$ cat src/rtl/core/ile_pkg.sv
// Shared types and constants of the indexed list engine.
package ile_pkg;

  // Default storage shape.
  localparam int unsigned CapacityDefault  = 16;
  localparam int unsigned DataWidthDefault = 32;

  // Request opcodes; the two codes above clear are ignored.
  typedef enum logic [2:0] {
    OP_INSERT = 3'd0,
    OP_ERASE  = 3'd1,
    OP_FIND   = 3'd2,
    OP_READ   = 3'd3,
    OP_APPEND = 3'd4,
    OP_CLEAR  = 3'd5
  } op_e;

  // Result status codes.
  typedef enum logic [1:0] {
    ST_OK    = 2'd0,
    ST_RANGE = 2'd1,
    ST_FULL  = 2'd2
  } status_e;

  // Sequencer states.
  typedef enum logic [1:0] {
    SEQ_IDLE,
    SEQ_SCAN,
    SEQ_WRITE,
    SEQ_DONE
  } seq_state_e;

  // Request word.
  typedef struct packed {
    logic [2:0]  opcode;
    logic [4:0]  position;
    logic [31:0] value;
  } req_t;

  // Result word.
  typedef struct packed {
    logic [1:0]  status;
    logic [31:0] read_data;
    logic        found;
    logic [3:0]  match_position;
    logic [4:0]  entry_count;
  } rsp_t;

  // Finished result offered by the sequencer to the output register.
  typedef struct packed {
    logic valid;
    rsp_t rsp;
  } rsp_hs_t;

endpackage

$ cat src/rtl/core/indexed_list_engine_unit.sv
// Top level of the indexed list engine: sequencer, entry RAM and output register.
//
//   Channel   Direction  Handshake                Word
//   request   in         req_valid_i/req_ready_o  req_i (opcode, position, value)
//   result    out        rsp_valid_o/rsp_ready_i  rsp_o (status, data, found, match, count)
//
// One request at a time. Rejected requests, clear, unused opcodes, find on an empty list
// and erase of the last entry go straight to the result; append and insert at the end
// write one entry, and read fetches one entry. Insert elsewhere moves entries up and then
// writes the new one, erase elsewhere moves entries down, and find compares entries up
// to a hit, set by the single RAM read port streaming one entry a cycle. Reset empties
// the list at once; entry storage is not cleared.
// A result waiting at the output does not stop the next request from being taken.
module indexed_list_engine_unit
  import ile_pkg::*;
#(
  parameter int unsigned Capacity  = CapacityDefault,
  parameter int unsigned DataWidth = DataWidthDefault
) (
  input  logic clk_i,
  input  logic rst_ni,
  input  logic req_valid_i,
  output logic req_ready_o,
  input  req_t req_i,
  output logic rsp_valid_o,
  input  logic rsp_ready_i,
  output rsp_t rsp_o
);

  localparam int unsigned AW = $clog2(Capacity);

  rsp_hs_t              seq_rsp;
  logic                 out_ready;
  logic                 ram_we;
  logic [AW-1:0]        ram_waddr;
  logic [DataWidth-1:0] ram_wdata;
  logic                 ram_re;
  logic [AW-1:0]        ram_raddr;
  logic [DataWidth-1:0] ram_rdata;

  // Request decode and entry streaming.
  ile_seq #(
    .Capacity  (Capacity),
    .DataWidth (DataWidth)
  ) u_seq (
    .clk_i       (clk_i),
    .rst_ni      (rst_ni),
    .req_valid_i (req_valid_i),
    .req_ready_o (req_ready_o),
    .req_i       (req_i),
    .rsp_o       (seq_rsp),
    .rsp_ready_i (out_ready),
    .ram_we_o    (ram_we),
    .ram_waddr_o (ram_waddr),
    .ram_wdata_o (ram_wdata),
    .ram_re_o    (ram_re),
    .ram_raddr_o (ram_raddr),
    .ram_rdata_i (ram_rdata)
  );

  // List entries.
  ile_ram #(
    .Width (DataWidth),
    .Depth (Capacity)
  ) u_ram (
    .clk_i   (clk_i),
    .we_i    (ram_we),
    .waddr_i (ram_waddr),
    .wdata_i (ram_wdata),
    .re_i    (ram_re),
    .raddr_i (ram_raddr),
    .rdata_o (ram_rdata)
  );

  // Result word register.
  ile_outreg u_outreg (
    .clk_i       (clk_i),
    .rst_ni      (rst_ni),
    .in_i        (seq_rsp),
    .in_ready_o  (out_ready),
    .rsp_valid_o (rsp_valid_o),
    .rsp_ready_i (rsp_ready_i),
    .rsp_o       (rsp_o)
  );

endmodule

$ cat src/rtl/core/ile_ram.sv
// Generic single-port-write, single-port-read RAM with a registered read.
module ile_ram #(
  parameter int unsigned Width = 32,
  parameter int unsigned Depth = 16
) (
  input  logic                     clk_i,
  input  logic                     we_i,
  input  logic [$clog2(Depth)-1:0] waddr_i,
  input  logic [Width-1:0]         wdata_i,
  input  logic                     re_i,
  input  logic [$clog2(Depth)-1:0] raddr_i,
  output logic [Width-1:0]         rdata_o
);

  logic [Width-1:0] mem_q [Depth];
  logic [Width-1:0] rdata_q;

  // Write port and registered read port.
  always_ff @(posedge clk_i) begin
    if (we_i) begin
      mem_q[waddr_i] <= wdata_i;
    end
    if (re_i) begin
      rdata_q <= mem_q[raddr_i];
    end
  end

  assign rdata_o = rdata_q;

endmodule

$ cat src/rtl/core/ile_outreg.sv
// Output register that holds one finished result word until it is taken.
module ile_outreg
  import ile_pkg::*;
(
  input  logic    clk_i,
  input  logic    rst_ni,
  input  rsp_hs_t in_i,
  output logic    in_ready_o,
  output logic    rsp_valid_o,
  input  logic    rsp_ready_i,
  output rsp_t    rsp_o
);

  logic valid_q, valid_d;
  rsp_t data_q;
  logic load;

  // The register takes a new word when empty or when its word leaves now.
  assign in_ready_o = !valid_q || rsp_ready_i;
  assign load       = in_i.valid && in_ready_o;

  always_comb begin
    valid_d = valid_q;
    if (load) begin
      valid_d = 1'b1;
    end else if (rsp_ready_i) begin
      valid_d = 1'b0;
    end
  end

  always_ff @(posedge clk_i or negedge rst_ni) begin
    if (!rst_ni) begin
      valid_q <= 1'b0;
    end else begin
      valid_q <= valid_d;
    end
  end

  always_ff @(posedge clk_i) begin
    if (load) begin
      data_q <= in_i.rsp;
    end
  end

  assign rsp_valid_o = valid_q;
  assign rsp_o       = data_q;

endmodule

$ cat src/rtl/core/ile_seq.sv
// Sequencer: decodes a request, streams list entries through the RAM and builds the result.
module ile_seq
  import ile_pkg::*;
#(
  parameter int unsigned Capacity  = CapacityDefault,
  parameter int unsigned DataWidth = DataWidthDefault
) (
  input  logic                        clk_i,
  input  logic                        rst_ni,
  input  logic                        req_valid_i,
  output logic                        req_ready_o,
  input  req_t                        req_i,
  output rsp_hs_t                     rsp_o,
  input  logic                        rsp_ready_i,
  output logic                        ram_we_o,
  output logic [$clog2(Capacity)-1:0] ram_waddr_o,
  output logic [DataWidth-1:0]        ram_wdata_o,
  output logic                        ram_re_o,
  output logic [$clog2(Capacity)-1:0] ram_raddr_o,
  input  logic [DataWidth-1:0]        ram_rdata_i
);

  localparam int unsigned AW = $clog2(Capacity);
  localparam int unsigned CW = $clog2(Capacity + 1);

  seq_state_e state_q, state_d;

  // Control registers.
  logic [CW-1:0] cnt_q, cnt_d;
  logic          iss_q, iss_d;
  logic          pend_q, pend_d;

  // Working registers of the current request.
  logic [2:0]           op_q, op_d;
  logic [AW-1:0]        pos_q, pos_d;
  logic [DataWidth-1:0] val_q, val_d;
  logic [AW-1:0]        idx_q, idx_d;
  logic [AW-1:0]        end_q, end_d;
  logic                 up_q, up_d;
  logic [AW-1:0]        paddr_q, paddr_d;
  status_e              status_q, status_d;
  logic [DataWidth-1:0] rdata_q, rdata_d;
  logic                 found_q, found_d;
  logic [AW-1:0]        mpos_q, mpos_d;

  // Decode of an incoming request.
  seq_state_e    dec_state;
  status_e       dec_status;
  logic [CW-1:0] dec_cnt;
  logic [AW-1:0] dec_pos;
  logic [AW-1:0] dec_idx;
  logic [AW-1:0] dec_end;
  logic          dec_up;
  logic [31:0]   pos_w;
  logic [31:0]   cnt_w;

  logic accept;
  logic scan_last;
  logic find_hit;
  logic scan_done;

  assign accept = (state_q == SEQ_IDLE) && req_valid_i;

  // Returned read data: last entry of the scan, or a hit for find.
  assign scan_last = pend_q && (paddr_q == end_q);
  assign find_hit  = pend_q && (op_q == OP_FIND) &&
                     (ram_rdata_i == val_q);
  assign scan_done = scan_last || find_hit;

  // Work out the range and capacity checks and the scan span for a request.
  always_comb begin
    pos_w      = 32'(req_i.position);
    cnt_w      = 32'(cnt_q);
    dec_state  = SEQ_DONE;
    dec_status = ST_OK;
    dec_cnt    = cnt_q;
    dec_pos    = AW'(req_i.position);
    dec_idx    = '0;
    dec_end    = '0;
    dec_up     = 1'b1;
    unique case (req_i.opcode)
      OP_INSERT: begin
        if (pos_w > cnt_w) begin
          dec_status = ST_RANGE;
        end else if (cnt_w >= 32'(Capacity)) begin
          dec_status = ST_FULL;
        end else if (pos_w == cnt_w) begin
          dec_state = SEQ_WRITE;
        end else begin
          dec_state = SEQ_SCAN;
          dec_idx   = AW'(cnt_q - CW'(1));
          dec_end   = AW'(req_i.position);
          dec_up    = 1'b0;
        end
      end
      OP_ERASE: begin
        if (pos_w >= cnt_w) begin
          dec_status = ST_RANGE;
        end else if (pos_w + 32'd1 == cnt_w) begin
          dec_cnt = cnt_q - CW'(1);
        end else begin
          dec_state = SEQ_SCAN;
          dec_idx   = AW'(pos_w + 32'd1);
          dec_end   = AW'(cnt_q - CW'(1));
        end
      end
      OP_FIND: begin
        if (cnt_q != '0) begin
          dec_state = SEQ_SCAN;
          dec_end   = AW'(cnt_q - CW'(1));
        end
      end
      OP_READ: begin
        if (pos_w >= cnt_w) begin
          dec_status = ST_RANGE;
        end else begin
          dec_state = SEQ_SCAN;
          dec_idx   = AW'(req_i.position);
          dec_end   = AW'(req_i.position);
        end
      end
      OP_APPEND: begin
        if (cnt_w >= 32'(Capacity)) begin
          dec_status = ST_FULL;
        end else begin
          dec_state = SEQ_WRITE;
          dec_pos   = AW'(cnt_q);
        end
      end
      OP_CLEAR: begin
        dec_cnt = '0;
      end
      default: begin
        dec_status = ST_OK;
      end
    endcase
  end

  // Next state.
  always_comb begin
    state_d = state_q;
    unique case (state_q)
      SEQ_IDLE: begin
        if (req_valid_i) begin
          state_d = dec_state;
        end
      end
      SEQ_SCAN: begin
        if (scan_done) begin
          state_d = (op_q == OP_INSERT) ? SEQ_WRITE : SEQ_DONE;
        end
      end
      SEQ_WRITE: begin
        state_d = SEQ_DONE;
      end
      SEQ_DONE: begin
        if (rsp_ready_i) begin
          state_d = SEQ_IDLE;
        end
      end
      default: begin
        state_d = SEQ_IDLE;
      end
    endcase
  end

  // Register updates of the datapath.
  always_comb begin
    cnt_d    = cnt_q;
    iss_d    = 1'b0;
    pend_d   = 1'b0;
    op_d     = op_q;
    pos_d    = pos_q;
    val_d    = val_q;
    idx_d    = idx_q;
    end_d    = end_q;
    up_d     = up_q;
    paddr_d  = paddr_q;
    status_d = status_q;
    rdata_d  = rdata_q;
    found_d  = found_q;
    mpos_d   = mpos_q;
    if (accept) begin
      cnt_d    = dec_cnt;
      iss_d    = (dec_state == SEQ_SCAN);
      op_d     = req_i.opcode;
      pos_d    = dec_pos;
      val_d    = DataWidth'(req_i.value);
      idx_d    = dec_idx;
      end_d    = dec_end;
      up_d     = dec_up;
      status_d = dec_status;
      rdata_d  = '0;
      found_d  = 1'b0;
      mpos_d   = '0;
    end else if (state_q == SEQ_SCAN) begin
      // Issue the next read while handling the word that returns now.
      if (iss_q) begin
        paddr_d = idx_q;
        iss_d   = (idx_q != end_q);
        if (idx_q != end_q) begin
          idx_d = up_q ? idx_q + AW'(1) : idx_q - AW'(1);
        end
      end
      pend_d = iss_q && !scan_done;
      if (pend_q && (op_q == OP_READ)) begin
        rdata_d = ram_rdata_i;
      end
      if (find_hit) begin
        found_d = 1'b1;
        mpos_d  = paddr_q;
      end
      if (scan_last && (op_q == OP_ERASE)) begin
        cnt_d = cnt_q - CW'(1);
      end
    end else if (state_q == SEQ_WRITE) begin
      cnt_d = cnt_q + CW'(1);
    end
  end

  // Outputs: handshake, RAM ports and the result word.
  always_comb begin
    req_ready_o = (state_q == SEQ_IDLE);
    ram_re_o    = (state_q == SEQ_SCAN) && iss_q;
    ram_raddr_o = idx_q;
    ram_we_o    = 1'b0;
    ram_waddr_o = pos_q;
    ram_wdata_o = val_q;
    if (state_q == SEQ_SCAN && pend_q) begin
      if (op_q == OP_INSERT) begin
        ram_we_o    = 1'b1;
        ram_waddr_o = paddr_q + AW'(1);
        ram_wdata_o = ram_rdata_i;
      end else if (op_q == OP_ERASE) begin
        ram_we_o    = 1'b1;
        ram_waddr_o = paddr_q - AW'(1);
        ram_wdata_o = ram_rdata_i;
      end
    end else if (state_q == SEQ_WRITE) begin
      ram_we_o = 1'b1;
    end
    rsp_o.valid              = (state_q == SEQ_DONE);
    rsp_o.rsp.status         = status_q;
    rsp_o.rsp.read_data      = 32'(rdata_q);
    rsp_o.rsp.found          = found_q;
    rsp_o.rsp.match_position = 4'(mpos_q);
    rsp_o.rsp.entry_count    = 5'(cnt_q);
  end

  // Control state.
  always_ff @(posedge clk_i or negedge rst_ni) begin
    if (!rst_ni) begin
      state_q <= SEQ_IDLE;
      cnt_q   <= '0;
      iss_q   <= 1'b0;
      pend_q  <= 1'b0;
    end else begin
      state_q <= state_d;
      cnt_q   <= cnt_d;
      iss_q   <= iss_d;
      pend_q  <= pend_d;
    end
  end

  // Working registers.
  always_ff @(posedge clk_i) begin
    op_q     <= op_d;
    pos_q    <= pos_d;
    val_q    <= val_d;
    idx_q    <= idx_d;
    end_q    <= end_d;
    up_q     <= up_d;
    paddr_q  <= paddr_d;
    status_q <= status_d;
    rdata_q  <= rdata_d;
    found_q  <= found_d;
    mpos_q   <= mpos_d;
  end

endmodule

$ cat config.mk
export PLATFORM = sky130hd
export DESIGN_NAME = indexed_list_engine_unit
export DESIGN_NICKNAME = d
export VERILOG_FILES = /design/src/rtl/core/ile_pkg.sv /design/src/rtl/core/indexed_list_engine_unit.sv /design/src/rtl/core/ile_ram.sv /design/src/rtl/core/ile_outreg.sv /design/src/rtl/core/ile_seq.sv
export SDC_FILE = /design/constraint.sdc
export NUM_CORES = 1
export LEC_CHECK = 0
export BUFFER_PORTS_ARGS = -buffer_cell sky130_fd_sc_hd__buf_4
export CAP_MARGIN = 10
export CORE_MARGIN = 3
export CORE_UTILIZATION = 55
export CTS_CLUSTER_SIZE = 30
export DETAILED_ROUTE_END_ITERATION = 8
export PLACE_DENSITY = 0.72
export SLEW_MARGIN = 20
export SYNTH_ARGS = -nofsm -noshare
export SYNTH_HDL_FRONTEND = slang
export SYNTH_HIERARCHICAL = 1
export SYNTH_SLANG_ARGS = --single-unit
$ cat constraint.sdc
create_clock -name clk_i -period 6.15 [get_ports clk_i]
set_input_delay 0 -clock clk_i [delete_from_list [all_inputs] [get_ports clk_i]]
set_output_delay 0 -clock clk_i [all_outputs]
set_load 0.01 [all_outputs]
==> flow_summary.ini <==
[status]
status = finished, final reports clean

[die]
io_pins = 90
row_count = 80
fp.dieW_um = 228
core_mm2 = 0.0481
die-area_mm2 = 0.0518
die_height_um = 228
start_util_pct = 56.1

[drt]
drc = 0
drt-initial-drc-count = 1548
vias = 14500
viasPerCell = 6.20
routed_wirelength_mm = 60.6
wl_per_cell_um = 25.9
ant_nets = 0
firstDrtPassIters = 8

[logic_synthesis]
synth.area.mux_share_pct = 11.1
synthAdderAreaFrac_pct = 0.816
synth-edff-count = 642
synth_xor_area_share_pct = 1.81
synth_area_mm2 = 0.0270
seq_area_frac_synth_pct = 75.1
synth_top_area_cell = edfxtp_1
yosysUniqueCellTypes = 71
synth-compound-area-share_pct = 4.08
synth_flop_cell = edfxtp_1
yosys.area_share.simple_pct = 5.49
async_reset_ff_share_pct = 1.45
synth.ff_latch_count = 689
synth_nets = 1537
synth_top_family_by_area = multiplexers
synthTopCellsByArea = edfxtp_1, mux4_2, nand2_1
ys_warn_count = 6
synth_area_per_cell_um2 = 18.3
synth_top_area_share_pct = 71.4
syn_inst = 1476

[sta]
worst_pin_slew_ps = 1110
post-route-period-util_pct = 68.4
setup_tns_ps = 0
whs_ps = 65.6
hold_viol_final = 0
fin_skew_ps = 30.0
setup_violations = 0
rsz0062_at_grt = no
drv_slew = 0
timing.final.ws_setup_ps = 1940
clock.fmax_mhz = 238
max-slew-margin-rel_pct = 25.8
final.min_clock_period_ps = 4210

[global_routing]
grt_max_degree = 78
antenna_found_initial = 1
grt_usage_pct = 24.0
grt_pass1_wl_mm = 89.9
first_global_vias = 13900
overflow = 0

[setup_path]
crit_type = register to register
cp-start-kind = register
cp.arrival_ps = 4410
path_cells = inv_1, ha_1, nand3_2, buf_4, o21ai_0, nand2_1, nor2_4
worst_setup_path_end_kind = register
reg2reg_from = u_seq/state_q[1]
critPathMaxStageDelay_ps = 980
r2r_setup_slack_ps = 1940
path_buf_inv = 2
worst_path_max_delay_cell = nor2_4
cp_max_fo = 41
crit_cells = 7
cp.required_ps = 6350
r2r_end = u_ram/mem_q[15][2]
r2r_cells = 7
crit_family = simple AND/OR/NAND/NOR gates

[cts]
cts_resized = 0
clk_pin_slew_ps = 60
post-cts-setup-buffers = 0
clk_path_buf_depth = 3
cts_tree = done
clkSinkCount = 689
cts_htree_levels = 3
insertion_delay_ps = 600
numCtsBuffers = 69
clockRootBuffer = clkbuf_16

[placed_design]
dp.cells = 2163
place.gp.congestion = 0.918
io_buffers = 89
pre_cts_slack_ps = 2020
dp_hpwl_mm = 37.5
dpl_cell_area_mm2 = 0.0284

[layout]
post-route-util_pct = 64.7
design_area_mm2 = 0.0311
area_growth_pct = 15.3
nets = 1683
antenna_cells = 0
drive_above_1_share_pct = 22.6
fin_cells = 2334

[min_path]
hold_depth = 4
hp-start = req_i[36]
hp-class = input port to register
hold_end = u_seq/up_q

[pwr]
vdd_ir_drop_max_uv = 250
power.density_mw_per_mm2 = 387
leakage_nw = 10.3
design_power_total_mw = 12.0

[job]
maxCapViolCount = 0
## worst max-delay path by stage
stage	slack (ps)	startpoint	endpoint
global route	1690	u_seq/state_q[1]	u_ram/mem_q[15][2]
detailed placement	2020	u_seq/state_q[1]	u_ram/mem_q[7][3]
floorplan	1600	u_seq/state_q[1]	u_ram/mem_q[0][0]
global placement	2200	u_seq/state_q[1]	u_ram/mem_q[6][0]
CTS	1960	u_seq/state_q[1]	u_ram/mem_q[7][13]
finish	1940	u_seq/state_q[1]	u_ram/mem_q[15][2]
## cell families after synthesis
kind of cell,after synthesis
multiplexers,138
flip-flops,689
XOR/XNOR,54
AND/OR/NAND/NOR,330
adder cells (fa/ha/maj),17
buffers and inverters,91
AO/OA/AOI/OAI,157
## area by class of cell
type                       instances  area, um^2
clock inverter                    44         467
tap                              656         821
timing repair buffer             149        1260
fill                            3183       17000
clock buffer                      83        1820
inverter                          17        65.1
sequential                       689       20300
multi-input combinational        696        6420
## power breakdown
part	internal, mW	switching (mW)	leakage, nW
logic	0.784	1.22	3.00
clock network	2.47	1.74	1.11
registers	5.64	0.182	6.23
total	8.90	3.14	10.3
## cell usage after synthesis, drive strengths merged (2+ instances only)
cell type  number
dfxtp          37
nand3b          2
a31oi           4
a21o            5
nand3           8
buf            35
nand4b          2
nor4b           2
nand2b          5
a22oi          65
o2bb2ai         5
xor2           10
ha             16
nor2b           8
nand4          12
o22a            3
a221oi          2
a21oi          44
nand2         217
nor3           11
edfxtp        642
o22ai           2
mux2            2
o32ai           4
a221o           2
a31o            2
and2b           2
nor4            2
dfrtp          10
mux2i           8
clkbuf         39
xnor2          43
and3            6
inv            17
and2            9
mux4          128
nor2           32
or3             3
or2             2
o21ai           8
nor3b           2
## registers in the layout, summed over array words and instances (netlist names)
register              count
u_outreg/rsp_o           44
u_outreg/rsp_valid_o      1
u_ram/mem_q             512
u_ram/rdata_o            32
u_seq/cnt_q               5
u_seq/end_q               4
u_seq/found_q             1
u_seq/iss_q               1
u_seq/mpos_q              4
u_seq/op_q                3
u_seq/paddr_q             4
u_seq/pend_q              1
u_seq/pos_q               4
u_seq/ram_raddr_o         4
u_seq/rdata_q            32
u_seq/state_q             2
u_seq/status_q            2
u_seq/up_q                1
u_seq/val_q              32
## tightest hold or removal path: stages
cell	delay, ps
buf_4	100
ha_1	130
a21oi_1	50
nand4_1	210
## placed cells by master, fill, tap and decap left out, types with 6 or more instances in the layout
master | synthesis | routed
inv_1 | 17 | 16
clkinvlp_4 | 0 | 6
dlygate4sd3_1 | 0 | 43
nand4_1 | 12 | 12
edfxtp_1 | 642 | 642
mux4_2 | 128 | 128
clkinv_2 | 0 | 16
o21ai_0 | 8 | 8
nand3_1 | 8 | 7
dfrtp_1 | 10 | 10
ha_1 | 16 | 16
nor2b_1 | 8 | 6
xnor2_1 | 43 | 43
dfxtp_1 | 37 | 37
a21oi_1 | 44 | 44
clkbuf_1 | 37 | 12
bufinv_16 | 0 | 8
nor2_4 | 0 | 13
xor2_1 | 10 | 10
and2_1 | 8 | 7
clkinv_1 | 0 | 8
buf_4 | 11 | 104
nand2_1 | 217 | 217
a22oi_1 | 65 | 65
nor3_1 | 11 | 6
clkbuf_16 | 0 | 71
nor2_1 | 32 | 18
mux2i_1 | 8 | 8
## metal layers
| metal | vias to the layer above | share of wire, % | track usage [%] |
|---|---|---|---|
| met1 | 7532 | 43 | 37.1 |
| met4 | 0 | 2.9 | 8.08 |
| met5 | - | 0 | 0 |
| met2 | 716 | 45 | 34.8 |
| met3 | 96 | 9.2 | 4.76 |
| li1 | 6125 | - | - |
## repair_timing
action                                  in CTS  in global routing
hold endpoints to repair                    62                  0
endpoints found under the setup margin       0                  0
hold buffers                                43                  0
Note: power is estimated with default switching activity, not from simulation.
